$ cat config.mk
export PLATFORM = sky130hd
export DESIGN_NAME = mms_mac_cell
export DESIGN_NICKNAME = d
export VERILOG_FILES = /design/src/mms_pkg.sv /design/src/mms_mac_cell.sv
export SDC_FILE = /design/constraint.sdc
export NUM_CORES = 1
export LEC_CHECK = 0
export CORE_UTILIZATION = 55
export DETAILED_ROUTE_END_ITERATION = 10
export DONT_BUFFER_PORTS = 1
export MAX_ROUTING_LAYER = met4
export PLACE_DENSITY = 0.7
export SYNTH_ARGS = -nofsm -noshare
export SYNTH_HDL_FRONTEND = slang
export SYNTH_SLANG_ARGS = --single-unit
$ cat constraint.sdc
create_clock -name clk_i -period 4.7 [get_ports clk_i]
set_input_delay 0.94 -clock clk_i [delete_from_list [all_inputs] [get_ports clk_i]]
set_output_delay 0.94 -clock clk_i [all_outputs]
set_load 0.005 [all_outputs]
$ cat src/mms_pkg.sv
// Shared types and constants of the streaming matrix multiply block.
// No dependencies; the other files of the block, but for mms_in_if, refer to it by scoped names.
package mms_pkg;

  // Fixed field widths of the channels and the register port
  localparam int ACC_W      = 36;
  localparam int COL_IDX_W  = 4;
  localparam int ROWS_W     = 16;
  localparam int SIZE_W     = 5;
  localparam int CFG_IDX_W  = 2;
  localparam int CFG_DATA_W = 16;

  // Register reset values
  localparam logic [ROWS_W-1:0] ROWS_RESET = 16'd1;
  localparam logic [SIZE_W-1:0] SIZE_RESET = 5'd16;

  // Register indexes
  typedef enum logic [CFG_IDX_W-1:0] {
    REG_ROW_COUNT  = 2'd0,
    REG_INNER_SIZE = 2'd1,
    REG_COL_COUNT  = 2'd2
  } cfg_reg_e;

  // Input command codes
  typedef enum logic {
    CMD_WEIGHT = 1'b0,
    CMD_ACTIV  = 1'b1
  } cmd_e;

  // Sequencer states
  typedef enum logic [1:0] {
    ST_IDLE,
    ST_ISSUE,
    ST_FLUSH,
    ST_DRAIN
  } state_e;

  // Sequencer to weight feed
  typedef struct packed {
    logic wr_en;
    logic load_a;
    logic issue;
  } feed_cmd_t;

  // Sequencer to every accumulator cell
  typedef struct packed {
    logic clear;
    logic shift;
  } cell_ctrl_t;

endpackage

$ cat src/mms_mac_cell.sv
// One accumulator cell of the chain: catches the product token tagged with its
// column, passes other tokens on, and shifts its sum toward the chain head.
// Depends on mms_pkg.
module mms_mac_cell #(
  parameter int CELL_IDX = 0,
  parameter int TAG_W    = 4
) (
  input  logic                              clk_i,
  input  logic                              rst_ni,
  input  mms_pkg::cell_ctrl_t               ctrl_i,
  input  logic                              tok_valid_i,
  input  logic [TAG_W-1:0]                  tok_tag_i,
  input  logic signed [mms_pkg::ACC_W-1:0]  tok_prod_i,
  output logic                              tok_valid_o,
  output logic [TAG_W-1:0]                  tok_tag_o,
  output logic signed [mms_pkg::ACC_W-1:0]  tok_prod_o,
  input  logic signed [mms_pkg::ACC_W-1:0]  acc_next_i,
  output logic signed [mms_pkg::ACC_W-1:0]  acc_o
);

  logic                             hit;
  logic signed [mms_pkg::ACC_W-1:0] acc_q, acc_d;
  logic                             tok_valid_q;
  logic [TAG_W-1:0]                 tok_tag_q;
  logic signed [mms_pkg::ACC_W-1:0] tok_prod_q;

  assign hit = tok_valid_i && (tok_tag_i == TAG_W'(CELL_IDX));

  // Clear, shift toward the head, or add the product meant for this column
  always_comb begin
    acc_d = acc_q;
    if (ctrl_i.clear) begin
      acc_d = '0;
    end else if (ctrl_i.shift) begin
      acc_d = acc_next_i;
    end else if (hit) begin
      acc_d = acc_q + tok_prod_i;
    end
  end

  always_ff @(posedge clk_i or negedge rst_ni) begin
    if (!rst_ni) begin
      acc_q       <= '0;
      tok_valid_q <= 1'b0;
    end else begin
      acc_q       <= acc_d;
      tok_valid_q <= tok_valid_i && !hit;
    end
  end

  // Hand the token to the next cell
  always_ff @(posedge clk_i) begin
    tok_tag_q  <= tok_tag_i;
    tok_prod_q <= tok_prod_i;
  end

  assign tok_valid_o = tok_valid_q;
  assign tok_tag_o   = tok_tag_q;
  assign tok_prod_o  = tok_prod_q;
  assign acc_o       = acc_q;

endmodule

Word level (Yosys, flattened, before mapping)
Index checks and enable logic that the tools add are counted.
{ "op_classes": {"add_sub_neg": 1, "n_mux": 3, "n_reduce_logical": 5} }
{ "ops": {"columns": ["operator", "n"], "rows": [
  ["$mux W36", 3],
  ["$add A36 B36 Y36", 1],
  ["$logic_not A4 Y1", 1],
  ["$reduce_bool A3 Y1", 1],
  ["$logic_and A1 B1 Y1", 2],
  ["$logic_not A1 Y1", 1]
]} }
{ "word_totals": {"register_bits": 77, "input_bits": 81, "output_inout_bits": 77, "word_cells": 13} }

Logic depth before layout (Yosys ltp)
{ "depth": {"ltp_word": 5, "depth_mapped": 11, "ltp_nobuf": 11} }

Worst setup path after synthesis
Ideal clock, no wire load.
{ "synth_path": {"path_kind": "input to register", "start": "input tok_prod_i[0] (netlist name)", "end": "register acc_q, in the netlist acc_o[30]", "setup_time_ns": 0.086, "t_arrival_ns": 3.155, "required_time_ns": 4.614, "slack_ns": 1.459, "path_stages": 11, "n_path_buf": 0, "path_cell_list": "ha_1 > inv_1 > fa_1 > nand2b_1 > a21o_1 > a211oi_1 > o21ai_1 > a2111oi_4 > o21ai_2 > nor4b_2 > nor3_1"} }
{ "synth_via": {"elab_chain_len": 4} }
{ "synth_lines": {"columns": ["item", "line_no", "source"], "rows": [
  ["start, declared", "mms_mac_cell.sv:13", "input logic signed [mms_pkg::ACC_W-1:0] tok_prod_i,"],
  ["$add A36 B36 Y36", "mms_mac_cell.sv:37", "acc_d = acc_q + tok_prod_i;"],
  ["$mux W36", "mms_mac_cell.sv:36", "end else if (hit) begin"],
  ["$mux W36", "mms_mac_cell.sv:34", "end else if (ctrl_i.shift) begin"],
  ["$mux W36", "mms_mac_cell.sv:32", "if (ctrl_i.clear) begin"],
  ["end signal, assigned", "mms_mac_cell.sv:43", "acc_q <= '0;"],
  ["end signal, assigned", "mms_mac_cell.sv:46", "acc_q <= acc_d;"],
  ["end, declared", "mms_mac_cell.sv:22", "logic signed [mms_pkg::ACC_W-1:0] acc_q, acc_d;"]
]} }
No other way between the ends. The select of a mux whose other input is x is not followed.
A chain may end at the register's enable or synchronous reset.

Worst setup path after layout
{ "layout_path": {"start": "input tok_prod_i[0] (netlist name)", "end": "register acc_q, in the netlist acc_o[26]"} }
The elaborated chain is that of the path after synthesis.

==> out/summary.txt <==
Area growth syn-to-layout -> 5.39%
Leakage power -> 2.10 nW
Status -> finished, final reports clean
CTS tree -> done
Drt first pass iters -> 4
Vias in the first global route -> 3656
Maximum level of the CTS H-tree -> 3
Starting Density -> 57.1%
Top post-synthesis cells by count -> a21oi_1 (51), nand2_1 (45), dfxtp_1 (40), dfrtp_1 (37), ha_1 (35)
#FFs+latches synth -> 77
Fmax -> 293 MHz
Register area share after synthesis -> 39.2%
Layout cell share with drive strength beyond 1 -> 5.36%
Reg2Reg Depth -> 11
Ys flop type -> dfxtp_1
Cell Area, Placed -> 4470 um^2
Routed WL per cell -> 18.9 um
Worst Slack Setup Final -> 1280 ps
Port-buffer cells -> 0
Residual DRC count -> 0
Routed WL -> 11100 um
CP Launch Type -> primary input
Clock slew at the register clock pins of the worst setup and hold paths -> 80 ps
Setup_tns -> 0 ps
RSZ-0062 raised after global routing -> false
Max_cap viols -> 0
Syn avg cell area -> 9.04 um^2
Worst setup EP type -> flip-flop
DP Worst Slack -> 1000 ps
Drt initial violations -> 153
Synth top area share -> 21.0%
Ys async rst share -> 48.1%
Worst slew pin tran -> 953 ps
Post-CTS Resized -> 0
Final Hold Viols -> 0
Antenna viol nets, final -> 0
Post-synthesis cell count -> 488
Nets -> 597
GRT Overall Usage -> 27.8%
Hold_buf cts -> 0
Core area -> 7730 um^2
Netlist Area Pre-Place -> 4410 um^2
Crit Path Max Fanout -> 3
Pwr per Cell Area -> 343 nW/um^2
Non-Filler Instances -> 587
Max IR drop VDD -> 0.000159 V
Worst-case clock skew -> 8.00 ps
Final worst-path cycle share -> 72.7%
Post-DP HPWL -> 7940 um
Number of synthesized flops with an enable pin -> 0
Synth warn -> 0
CTS Buf Count -> 9
Post-synth cell types -> 58
Post-layout minimum cycle time -> 3420 ps
Post-DR vias/cell -> 6.28
Worst EP arrival -> 3690 ps
Clk buf depth -> 2
Die area -> 8380 um^2
Synth top area cells -> dfrtp_1 (21%), dfxtp_1 (18%), ha_1 (9.9%)
CTS root buffer -> clkbuf_8
Overflow after GRT -> 0
Pin count of the biggest net entering global routing -> 54
Slew HR -> 36.5%
Sink Count -> 77
GPL Wtd Cong -> 0.870
First-pass GRT wire length -> 18000 um
Area leader, netlist -> dfrtp_1
Crit Path Category -> in -> reg
Hold crit path type -> in -> async
Diodes inserted -> 0
Initial antenna violation count -> 0
Setup Fix Bufs, Post-CTS -> 0
Via count -> 3689
# rows -> 32
Most instantiated library cell after synthesis -> a21oi_1
Slew Limit Fails -> 0
Die H -> 91.5 um
Die Width -> 91.5 um
IO Pins -> 158
Mapped Nets -> 605
CP Data Required Time -> 4970 ps
Skew-Pair Late Insertion Delay -> 350 ps
Placed cells -> 571
Endpoints failing setup -> 0
Finished Cell Area -> 4650 um^2
report_power, final:
| group | internal (mW) | switching, mW |
|---|---|---|
| combinational | 0.167 | 0.219 |
| sequential | 0.704 | 0.0416 |
| clock | 0.220 | 0.242 |
| total | 1.09 | 0.503 |
kinds of logic (layout without fill, tap and decap cells):
family / count (synthesis) / in the layout / synth area share, %
AND/OR/NAND/NOR: 125 / 125 / 13.6
multiplexers: 7 / 7 / 1.59
adder cells (fa/ha/maj): 36 / 36 / 10.4
XOR/XNOR: 27 / 27 / 5.36
buffers and inverters: 39 / 36 / 3.52
flip-flops: 77 / 77 / 39.2
AO/OA/AOI/OAI: 177 / 177 / 26.3
path summary, 6_finish.rpt:
kind	slack (ps)	to	start
min in group clk_i	590	acc_o[13]	acc_o[13]
hold / removal	280	acc_o[10]	rst_ni
max in group asynchronous	4330	acc_o[29]	rst_ni
setup / recovery	1280	acc_o[26]	tok_prod_i[0]
hold reg to reg	590	acc_o[13]	acc_o[13]
setup reg to reg	1450	acc_o[26]	acc_o[0]
sequential cells by signal, summed over array words and instances (netlist names):
| signal | count |
|---|---|
| tok_tag_o | 4 |
| tok_valid_o | 1 |
| acc_o | 36 |
| tok_prod_o | 36 |
cell type report:
class	count	area, um^2
inverters	18	67.6
well taps	102	128
flip-flops and latches	77	1730
clock inverters	3	20.0
fillers	678	3080
clock buffers	13	159
repair buffers	2	15.0
multi-input cells	372	2530
per-layer routing:
| layer | track usage (%) | part of all wire, % | vias up |
|---|---|---|---|
| met1 | 35.6 | 46 | 1762 |
| met2 | 43.0 | 45 | 143 |
| li1 | - | - | 1767 |
| met3 | 6.28 | 7.4 | 17 |
| met4 | 10.1 | 2.0 | 0 |
| met5 | - | 0 | - |
through the flow:
| stage | hold WS [ps] | power, mW | utilization (%) |
|---|---|---|---|
| 2_1_floorplan | 538 | 1.07 | - |
| 3_3_place_gp | 576 | 1.13 | 57.8 |
| 3_5_place_dp | 580 | 1.14 | 57.8 |
| 4_1_cts | 270 | 1.60 | 60.1 |
| 5_1_grt | 263 | 1.68 | 60.1 |
| 6_report | 278 | 1.59 | 60.1 |
worst max-delay path, stage by stage:
cell and delay [ps]:
ha_1 200, inv_1 70, fa_1 390, nand2b_1 180
a21o_1 190, a211oi_1 450, o21ai_1 240, a2111oi_0 620
nor3_1 80, nand3b_1 180, a21oi_1 140
layout by cell type, fill, tap and decap left out, drive strengths merged, types with 5 or more instances in the layout:
cell / count
xnor2: 12
nor2b: 5
ha: 35
o211ai: 12
a22oi: 11
dfxtp: 40
a21oi: 51
and3: 5
a21o: 22
nor3: 9
a211oi: 9
a31oi: 5
inv: 18
dfrtp: 37
nor2: 33
xor2: 15
o221ai: 5
mux2i: 7
o21a: 5
o21ai: 35
nand2: 45
o22ai: 5
clkbuf: 13
Note: power is estimated with default switching activity, not from simulation.
